<file path="src/design/bgq_pkg.sv">
// Shared types and constants for the beat grid quantizer.
// No dependencies; used by bgq_cell and beat_grid_quantizer.
`default_nettype none

package bgq_pkg;

   // field widths
   localparam int unsigned SLOT_W   = 10;
   localparam int unsigned TIME_W   = 24;
   localparam int unsigned POS_W    = 32;
   localparam int unsigned COUNT_W  = 11;
   localparam int unsigned SCALED_W = 40;  // time * 44100
   localparam int unsigned POSK_W   = 42;  // position * 1000
   localparam int unsigned CMP_W    = 43;  // doubled position, signed compare width

   localparam int unsigned MAX_BEATS_DEF = 1024;
   localparam int unsigned CHAIN_LEN     = 2;

   localparam logic [15:0] SAMPLE_RATE = 16'd44100;
   localparam logic [9:0]  MS_PER_SEC  = 10'd1000;

   // request kinds
   localparam logic REQ_WRITE = 1'b0;
   localparam logic REQ_QUERY = 1'b1;

   // one table entry traveling down the chain
   typedef struct packed {
      logic                valid;
      logic                last;
      logic [COUNT_W-1:0]  idx;
      logic [TIME_W-1:0]   time_ms;
      logic [SCALED_W-1:0] scaled;
      logic                p_ge;   // position >= entry
      logic                p_le;   // position <= entry
   } cell_type;

endpackage

`default_nettype wire

</file>
<file path="src/design/bgq_cell.sv">
// One cell of the entry chain: holds a table entry and its compare flags.
// Depends on bgq_pkg.
`default_nettype none

module bgq_cell (
   input  wire                                  clock,
   input  wire                                  reset,
   input  wire signed [bgq_pkg::POSK_W-1:0]     posk,
   input  bgq_pkg::cell_type                    cell_in,
   output bgq_pkg::cell_type                    cell_out
);

   bgq_pkg::cell_type cell_ff;
   bgq_pkg::cell_type cell_in_w;
   logic signed [bgq_pkg::POSK_W-1:0] scaled_s;

   // compare the entry against the scaled position on the way in
   always_comb begin
      scaled_s          = $signed({2'b00, cell_in.scaled});
      cell_in_w         = cell_in;
      cell_in_w.p_ge    = (posk >= scaled_s);
      cell_in_w.p_le    = (posk <= scaled_s);
   end

   always_ff @(posedge clock) begin
      if (reset) begin
         cell_ff.valid <= 1'b0;
      end else begin
         cell_ff.valid <= cell_in_w.valid;
      end
      cell_ff.last    <= cell_in_w.last;
      cell_ff.idx     <= cell_in_w.idx;
      cell_ff.time_ms <= cell_in_w.time_ms;
      cell_ff.scaled  <= cell_in_w.scaled;
      cell_ff.p_ge    <= cell_in_w.p_ge;
      cell_ff.p_le    <= cell_in_w.p_le;
   end

   assign cell_out = cell_ff;

endmodule

`default_nettype wire

</file>
<file path="config.mk">
export PLATFORM = sky130hd
export DESIGN_NAME = bgq_cell
export DESIGN_NICKNAME = d
export VERILOG_FILES = /design/src/design/bgq_pkg.sv /design/src/design/bgq_cell.sv
export SDC_FILE = /design/constraint.sdc
export NUM_CORES = 1
export LEC_CHECK = 0
export ABC_CLOCK_PERIOD_IN_PS = 2700
export BUFFER_PORTS_ARGS = -buffer_cell sky130_fd_sc_hd__buf_2
export CORE_MARGIN = 3
export CORE_UTILIZATION = 41
export CTS_BUF_LIST = sky130_fd_sc_hd__clkbuf_8
export CTS_CLUSTER_SIZE = 20
export DETAILED_ROUTE_END_ITERATION = 12
export GPL_ROUTABILITY_DRIVEN = 0
export PLACE_DENSITY = 0.79
export SYNTH_ARGS = -nofsm -noshare
export SYNTH_HDL_FRONTEND = slang
export SYNTH_SLANG_ARGS = --single-unit
export TNS_END_PERCENT = 20
</file>
<file path="constraint.sdc">
create_clock -name clock -period 2.7 [get_ports clock]
set_clock_uncertainty 0.2 [all_clocks]
set_input_delay 0.135 -clock clock [delete_from_list [all_inputs] [get_ports clock]]
set_output_delay 0.135 -clock clock [all_outputs]
set_load 0.05 [all_outputs]
</file>
==> metrics.txt, run 1 <==
total vias in the final route=approximately 2.8k; DPL Wire Length=slightly above 6000 um; # setup viols final=0; Cell Count, Final, Fillers Out=598; max-slew violation count=0; CTS tree=yes; Mapped Avg Cell Area=about 12 um2; Worst Hold Class=in2reg; share of cells above drive strength 1=42.3%; Seq pwr share=between 40% and 50%; max reg flops=around 80; Final Instance Area=~4800 um2; Reg clk slew, reported paths=approximately 80 ps; critical path arrival=2540 ps; Internal Pwr Total=approximately 2000 uW; Final Hold Fails=0; fin util=approximately four fifths; gr ovfl total=0; diode count=0; Net Switching=897 uW; Tcrit/Tclk final=around nine tenths; commonest non-fill, non-tap cell in the layout=buf_2; largest net degree at the start of global routing=16; worst setup path class=in2reg; #FFs+latches synth=79; dpl cells=~500; Comb power frac=between 20% and 30%; first-pass GRT wire length=around 16000 um; Sink Count=between 70 and 80; io pins=a little over 200; Syn Std Cell Area=2660 um2; htree depth=3; post-route DRC violation count=0; Yosys warning count=0; status=finished, final reports clean; commonest cells after routing, fill and taps aside=199 x buf_2, 79 x dfxtp_1, 79 x dlygate4sd3_1; area post-placement=approximately 3800 um2; Syn Nets=about 390; All-Layer GR Usage=28.1%; Die Area=7500 um2; Critical Path RT=~2800 ps; critical path endpoint category=flop; clock tree buffer depth=2; setup bufs post-CTS=0; post-synthesis cell count=between 200 and 250; synth unique cells=29; Buffers on Ports=around 200; unrepaired setup endpoints after global routing=false; vias in the first global route=3110; Placement Rows=28; setup TNS=0 ps; maximum VDD drop=a little under 0.5 mV; post-detailed-route wirelength per cell=between 15 and 20 um; Routed Antenna Nets=0; CP startpoint kind=input port; DRT Wirelength=around 11000 um; async set-reset flop share out of synthesis=0%; power per standard cell area=608 nW/um2; Leakage=between 0.002 and 0.003 uW; Initial DRC Count=81; ys flop type=dfxtp_1; area of the core=~6000 um2; Post-synth EDFFs=0; total CTS buffers=9; initial core utilization=a little over two fifths; Final Critical Period=2470 ps; Tot Pwr=2900 uW; fmax=405 MHz; Worst slew margin=a little over half; Worst Tran Pin Value=approximately 670 ps; CP Max Fanout=3; die height=approximately 87 um; post-synthesis sequential area ratio=approximately 59%; clock group share of total power=around a third; Vias per Instance=between 4 and 5; initial antenna violation count=0; clock tree root driver cell=clkbuf_8; Die X=just under 90 um; Switching Fraction=between 30 and 40%; Max Cap Violations=0; Final nets=681; synthesis-to-layout area growth=79.1%; DR pass1 iterations=4
==> per-stage QoR <==
step	setup slack [ps]	hold WS, ps
floorplan	354	-37.3
global placement	180	37.7
detailed placement	56.0	39.1
CTS	94.3	26.9
global route	113	67.9
finish	230	45.1
==> critical path, stage by stage <==
cell	delay, ps
dlygate4sd3_1	520
buf_2	110
inv_1	40
ha_1	280
nand2_1	60
or4_4	450
nor4_4	210
nand3_2	140
or4_4	500
o211ai_1	100
==> synthesized netlist by cell type, types with 2 or more instances <==
master,count,area [um2]
or4_4,2,22.5
o21ai_0,2,10.0
nor2b_1,2,12.5
o211ai_1,2,15.0
a211o_1,2,17.5
ha_1,40,500
inv_1,41,154
dfxtp_1,79,1580
o21a_1,2,15.0
nor3_1,3,15.0
a21oi_1,16,80.1
nor2_1,4,15.0
nand3_1,2,10.0
nand2_1,11,41.3
nand4_1,7,43.8
==> cells by family (layout without fill, tap and decap cells) <==
| logic type | count (synthesis) | count (layout) | share of synthesized area [%] |
|---|---|---|---|
| flip-flops | 79 | 79 | 59.4 |
| AO/OA/AOI/OAI | 34 | 34 | 8.13 |
| adder cells (fa/ha/maj) | 40 | 40 | 18.8 |
| AND/OR/NAND/NOR | 35 | 35 | 7.94 |
| buffers and inverters | 41 | 335 | 5.78 |
==> final timing paths <==
kind,cells after the start,slack (ps),end,startpoint
setup / recovery,10,230,cell_out[0]$_DFF_P_,cell_in[37]
hold / removal,6,50,cell_out[0]$_DFF_P_,posk[40]
==> area by class of cell <==
class | instances | area [um2]
sequential | 79 | 1580
tap | 75 | 93.8
multi-input combinational | 109 | 928
fill | 363 | 1330
clock buffer | 9 | 124
inverter | 41 | 154
timing repair buffer | 278 | 1790
clock inverter | 7 | 101
==> per-layer routing <==
metal,wire length (um),vias to the layer above,track usage [%],part of all wire [%]
met5,0,-,0,0
met4,469,0,12.7,4.4
met1,3730,1283,28.1,35
met2,5570,176,53.1,52
li1,-,1348,-,-
met3,890,41,7.89,8.3
==> timing repair <==
item | 4_1_cts | 5_1_grt
endpoints found under the hold margin | 79 | 0
hold buffers | 79 | 0
setup endpoints to repair | 0 | 2
gates resized for setup | 0 | 0
==> power groups by stage <==
stage / Sequential [uW] / Clock (uW) / Combinational (uW)
final: 1250 / 1010 / 641
after floorplan: 1500 / 0 / 111
after detailed placement: 1270 / 0 / 525
after global routing: 1250 / 1070 / 681
after CTS: 1240 / 992 / 619
after global placement: 1270 / 0 / 513
No activity file was read; power rests on OpenSTA's default activity.
==> run 2: changes to the inputs <==
--- a/config.mk
+++ b/config.mk
@@ -8,12 +8,11 @@
 export ABC_CLOCK_PERIOD_IN_PS = 2700
 export BUFFER_PORTS_ARGS = -buffer_cell sky130_fd_sc_hd__buf_2
 export CORE_MARGIN = 3
-export CORE_UTILIZATION = 41
-export CTS_BUF_LIST = sky130_fd_sc_hd__clkbuf_8
+export CORE_UTILIZATION = 39
 export CTS_CLUSTER_SIZE = 20
 export DETAILED_ROUTE_END_ITERATION = 12
 export GPL_ROUTABILITY_DRIVEN = 0
-export PLACE_DENSITY = 0.79
+export PLACE_DENSITY = 0.76
 export SYNTH_ARGS = -nofsm -noshare
 export SYNTH_HDL_FRONTEND = slang
 export SYNTH_SLANG_ARGS = --single-unit
==> metrics.txt, run 2 (synthesis results as in run 1) <==
Initial DRC Count=41 (-49%); Die Area=7860 um2 (+4.8%); clock tree buffer depth=2 (unchanged); largest net degree at the start of global routing=17 (+1); post-route DRC violation count=0 (unchanged); max-slew violation count=0 (unchanged); Tot Pwr=2810 uW (-2.9%); status=finished, final reports clean; share of cells above drive strength 1=42.3% (unchanged); CTS tree=yes; All-Layer GR Usage=24.8% (-3.3 points); total CTS buffers=9 (unchanged); Final Hold Fails=0 (unchanged); Vias per Instance=4.67 (-1.8%); synthesis-to-layout area growth=78.9%; post-detailed-route wirelength per cell=17.0 um (-4.9%); Internal Pwr Total=1920 uW (-4.2%); Crit path buffers/inverters=3 (unchanged); Worst Hold Class=in2reg; htree depth=3 (unchanged); clock group share of total power=33.1% (-1.7 points); fmax=391 MHz (-3.5%); Final nets=681 (unchanged); power per standard cell area=591 nW/um2 (-2.8%); instance count on the critical path=10 (unchanged); CP max stage delay=530 ps (about the same); setup TNS=0 ps (unchanged); commonest cells after routing, fill and taps aside=199 x buf_2, 79 x dfxtp_1, 79 x dlygate4sd3_1; CP max stage cell=or4_4; Final Critical Period=2560 ps (+90.7 ps); Worst slew margin=56.8% (+2.5 points); Critical Path, Cell by Cell=dlygate4sd3_1 -> buf_2 -> inv_1 -> ha_1 -> nand4_1 -> or4_4 -> nor4_4 -> nand3_2 -> or4_4 -> o211ai_1; DR pass1 iterations=4 (unchanged); setup bufs post-CTS=0 (unchanged); total vias in the final route=2819 (-1.0%); Sink Count=79 (unchanged); unrepaired setup endpoints after global routing=false; Critical Path RT=2770 ps (about the same); Switching Fraction=31.9% (+0.90 points); Seq pwr share=44.3% (+1.2 points); Die X=88.6 um (+2.4%); commonest non-fill, non-tap cell in the layout=buf_2; CP startpoint kind=input port; critical path endpoint category=flop; Routed Antenna Nets=0 (unchanged); DPL Wire Length=6090 um (-1.1%); maximum VDD drop=0.296 mV (-40%); hold path cells=5 (-1); CP Max Fanout=3 (unchanged); initial core utilization=41.0% (-2.7 points); critical path arrival=2630 ps (+90 ps); DRT Wirelength=10200 um (-4.1%); initial antenna violation count=1 (+1); Net Switching=896 uW (about the same); gr ovfl total=0 (unchanged); Comb power frac=22.5% (+0.4 points); CP dominant cell by count=or4_4; Placement Rows=29 (+3.6%); Tcrit/Tclk final=94.8% (+3.4 points); Worst Tran Pin Value=632 ps (-36.7 ps); max reg flops=79 (unchanged); Leakage=0.00255 uW (-0.10%); Resized Gates After CTS=0 (unchanged); Max Cap Violations=0 (unchanged); clock tree root driver cell=clkbuf_8; CP delay by family, top=simple AND/OR/NAND/NOR gates; Buffers on Ports=199 (unchanged); io pins=202 (unchanged); worst setup path class=in2reg; area of the core=6490 um2 (+6.5%); # setup viols final=0 (unchanged); Reg clk slew, reported paths=90 ps (about the same); vias in the first global route=3072 (-1.2%); first-pass GRT wire length=14400 um (-9.4%); die height=88.6 um (+2.4%)
==> run 2: cell count changes in the layout (fill, tap and decap cells not counted), sizes merged <==
cell,before,now
bufinv,2,1
clkinv,0,1
clkinvlp,2,1
diode,0,3
inv,44,45
==> run 2: final timing paths <==
check,from,to,slack [ps]
max,cell_in[38],cell_out[0]$_DFF_P_,140
min,posk[40],cell_out[1]$_DFF_P_,30
==> run 2: area by class of cell <==
class	count	area [um2]
clock inverter	7	86.3
multi-input combinational	109	928
antenna	3	7.51
tap	77	96.3
timing repair buffer	278	1790
sequential	79	1580
fill	441	1730
clock buffer	9	124
inverter	41	154
==> run 2: per-layer routing <==
metal / vias to the layer above / routed length, um / part of all wire, % / GRT usage, %
li1: 1352 / - / - / -
met1: 1302 / 3550 / 35 / 23.6
met2: 141 / 5570 / 54 / 47.5
met3: 24 / 769 / 7.5 / 7.26
met4: 0 / 335 / 3.3 / 12.2
met5: - / 0 / 0 / 0
==> run 2: timing repair <==
action                     CTS  global route
setup endpoints to repair    0             2
hold endpoints to repair    79             0
hold buffers                79             0
==> run 2: stage by stage <==
step,utilization (%),cells,setup slack [ps],hold slack (ps),instance area [um2]
floorplan,-,229,354,-37.3,2660
global placement,57.8,505,183,37.6,3760
detailed placement,57.8,505,96.5,39.2,3760
CTS,73.2,600,18.7,24.4,4760
global route,73.3,602,62.8,43.1,4760
finish,73.4,603,140,28.2,4760
==> run 2: power groups by stage <==
stage | combinational, uW | sequential (uW) | clock (uW)
after floorplan | 111 | 1500 | 0
after global placement | 515 | 1270 | 0
after detailed placement | 526 | 1270 | 0
after global routing | 678 | 1250 | 1010
after CTS | 618 | 1240 | 945
final | 634 | 1250 | 933
==> run 3: changes to the inputs <==
--- a/config.mk
+++ b/config.mk
@@ -5,7 +5,7 @@
 export SDC_FILE = /design/constraint.sdc
 export NUM_CORES = 1
 export LEC_CHECK = 0
-export ABC_CLOCK_PERIOD_IN_PS = 2700
+export ABC_CLOCK_PERIOD_IN_PS = 2400
 export BUFFER_PORTS_ARGS = -buffer_cell sky130_fd_sc_hd__buf_2
 export CORE_MARGIN = 3
 export CORE_UTILIZATION = 39
==> constraint.sdc (replaced) <==
create_clock -name clock -period 2.4 [get_ports clock]
set_clock_uncertainty 0.2 [all_clocks]
set_input_delay 0.12 -clock clock [delete_from_list [all_inputs] [get_ports clock]]
set_output_delay 0.12 -clock clock [all_outputs]
set_load 0.05 [all_outputs]
==> metrics.txt, run 3 (synthesis results as in run 1) <==
Max Cap Violations=0 (unchanged); critical path arrival=2310 ps (-320 ps); Fill cells=434 (-1.6%); max reg flops=79 (unchanged); initial core utilization=41.0% (unchanged); commonest non-fill, non-tap cell in the layout=buf_2; max-slew violation count=0 (unchanged); Final Critical Period=2240 ps; post-detailed-route wirelength per cell=16.2 um (-4.4%); status=finished, final reports clean; largest net degree at the start of global routing=17 (unchanged); worst setup path class=in2reg; CP max stage delay=540 ps (about the same); total vias in the final route=2790 (-1.0%); DPL Wire Length=6130 um (+0.75%); io pins=202 (unchanged); DRT Wirelength=9800 um (-4.1%); Die Area=7860 um2 (unchanged); DR pass1 iterations=4 (unchanged); Tcrit/Tclk final=between 90% and 100%; clock tree root driver cell=clkbuf_8; Critical Path, Cell by Cell=dlygate4sd3_1 -> buf_2 -> inv_1 -> ha_1 -> a21oi_1 -> o21ai_1 -> a221o_1 -> a211o_1 -> and2_2 -> o211ai_1; setup bufs post-CTS=0 (unchanged); Final nets=685 (+0.59%); fmax=approximately 450 MHz; maximum VDD drop=0.293 mV (-1.2%); CP Max Fanout=3 (unchanged); unrepaired setup endpoints after global routing=false; CTS tree=yes; Buffers on Ports=199 (unchanged); Tot Pwr=3050 uW (+8.3%); Crit path buffers/inverters=3 (unchanged); initial antenna violation count=1 (unchanged); area of the core=6490 um2 (unchanged); Sink Count=79 (unchanged); dpl cells=509 (+0.79%); power per standard cell area=640 nW/um2 (+8.3%); Routed Antenna Nets=0 (unchanged); gr ovfl total=0 (unchanged); Initial DRC Count=58 (+41%); total CTS buffers=9 (unchanged); # setup viols final=0 (unchanged); CP max stage cell=dlygate4sd3_1; CP startpoint kind=input port; CP delay by family, top=compound AO/OA/AOI/OAI gates; vias in the first global route=3000 (-2.3%); All-Layer GR Usage=24.2% (-0.57 points); setup TNS=0 ps (unchanged); Die X=88.6 um (unchanged); critical path endpoint category=flop; Cell Count, Final, Fillers Out=605 (+0.33%); Worst Hold Class=in2reg; Placement Rows=29 (unchanged); Vias per Instance=4.61 (-1.4%); clock tree buffer depth=2 (unchanged); htree depth=3 (unchanged); Leakage=0.00255 uW (about the same); Worst slew margin=71.5% (+15 points); synthesis-to-layout area growth=78.8% (about the same); hold path start=posk[40]; post-route DRC violation count=0 (unchanged); first-pass GRT wire length=14200 um (-1.5%); commonest cells after routing, fill and taps aside=199 x buf_2, 79 x dfxtp_1, 79 x dlygate4sd3_1; share of cells above drive strength 1=42.7% (+0.44 points); hold path cells=6 (+1); Reg clk slew, reported paths=80 ps (about the same); Worst Tran Pin Value=417 ps (-215 ps); Hold EP=cell_out[0]$_DFF_P_; Final Hold Fails=0 (unchanged); Critical Path RT=2470 ps (-300 ps); die height=88.6 um (unchanged)
[run 3: cell types whose count changed in the layout (fill, tap and decap cells not counted)]
cell | previous run | this run
buf_4 | 0 | 4
bufinv_16 | 1 | 0
clkinv_4 | 1 | 0
clkinvlp_4 | 1 | 3
diode_2 | 3 | 1
inv_6 | 2 | 3
inv_8 | 2 | 1
[run 3: worst max path at each step]
stage / startpoint / to / slack (ps) / cells past startpoint
floorplan: cell_in[40] / cell_out[0]$_DFF_P_ / 70 / 8
detailed placement: cell_in[40] / cell_out[0]$_DFF_P_ / -160 / 9
global placement: cell_in[39] / cell_out[0]$_DFF_P_ / -70 / 9
global route: cell_in[9] / cell_out[0]$_DFF_P_ / 50 / 9
finish: cell_in[19] / cell_out[0]$_DFF_P_ / 160 / 10
CTS: posk[41] / cell_out[0]$_DFF_P_ / 50 / 7
[run 3: layout make-up]
type,count,area [um2],share of cell area [%]
repair buffers,282,1820,38.1
flip-flops and latches,79,1580,33.2
multi-input cells,109,928,19.5
inverters,41,154,3.23
clock buffers,9,124,2.60
well taps,77,96.3,2.02
clock inverters,7,60.1,1.26
diodes,1,2.50,0.0525
[run 3: stage by stage]
| step | area (um2) | setup WS, ps | hold slack (ps) | util (%) |
|---|---|---|---|---|
| 2_1_floorplan | 2660 | 69.2 | -52.3 | - |
| 3_3_place_gp | 3790 | -65.7 | 22.3 | 58.3 |
| 3_5_place_dp | 3790 | -165 | 24.2 | 58.3 |
| 4_1_cts | 4760 | 53.2 | 8.84 | 73.3 |
| 5_1_grt | 4760 | 54.6 | 51.7 | 73.3 |
| 6_report | 4760 | 161 | 32.7 | 73.3 |
[run 3: repair_timing]
| item | 4_1_cts | 5_1_grt |
|---|---|---|
| endpoints found under the setup margin | 0 | 2 |
| hold buffers | 79 | 0 |
| gates resized for setup | 0 | 0 |
| endpoints found under the hold margin | 79 | 0 |
[run 3: where the power goes]
part	internal, uW	switching, uW	leakage, uW
clock network	393	535	0.0000848
logic	277	441	0.00180
registers	1380	20.0	0.000667
[run 3: layer usage]
layer	up-vias	global-route usage, %	part of all wire (%)
met5	-	0	0
met3	25	8.10	8.5
met2	146	46.6	53
li1	1354	-	-
met1	1265	22.9	36
met4	0	10.6	2.8
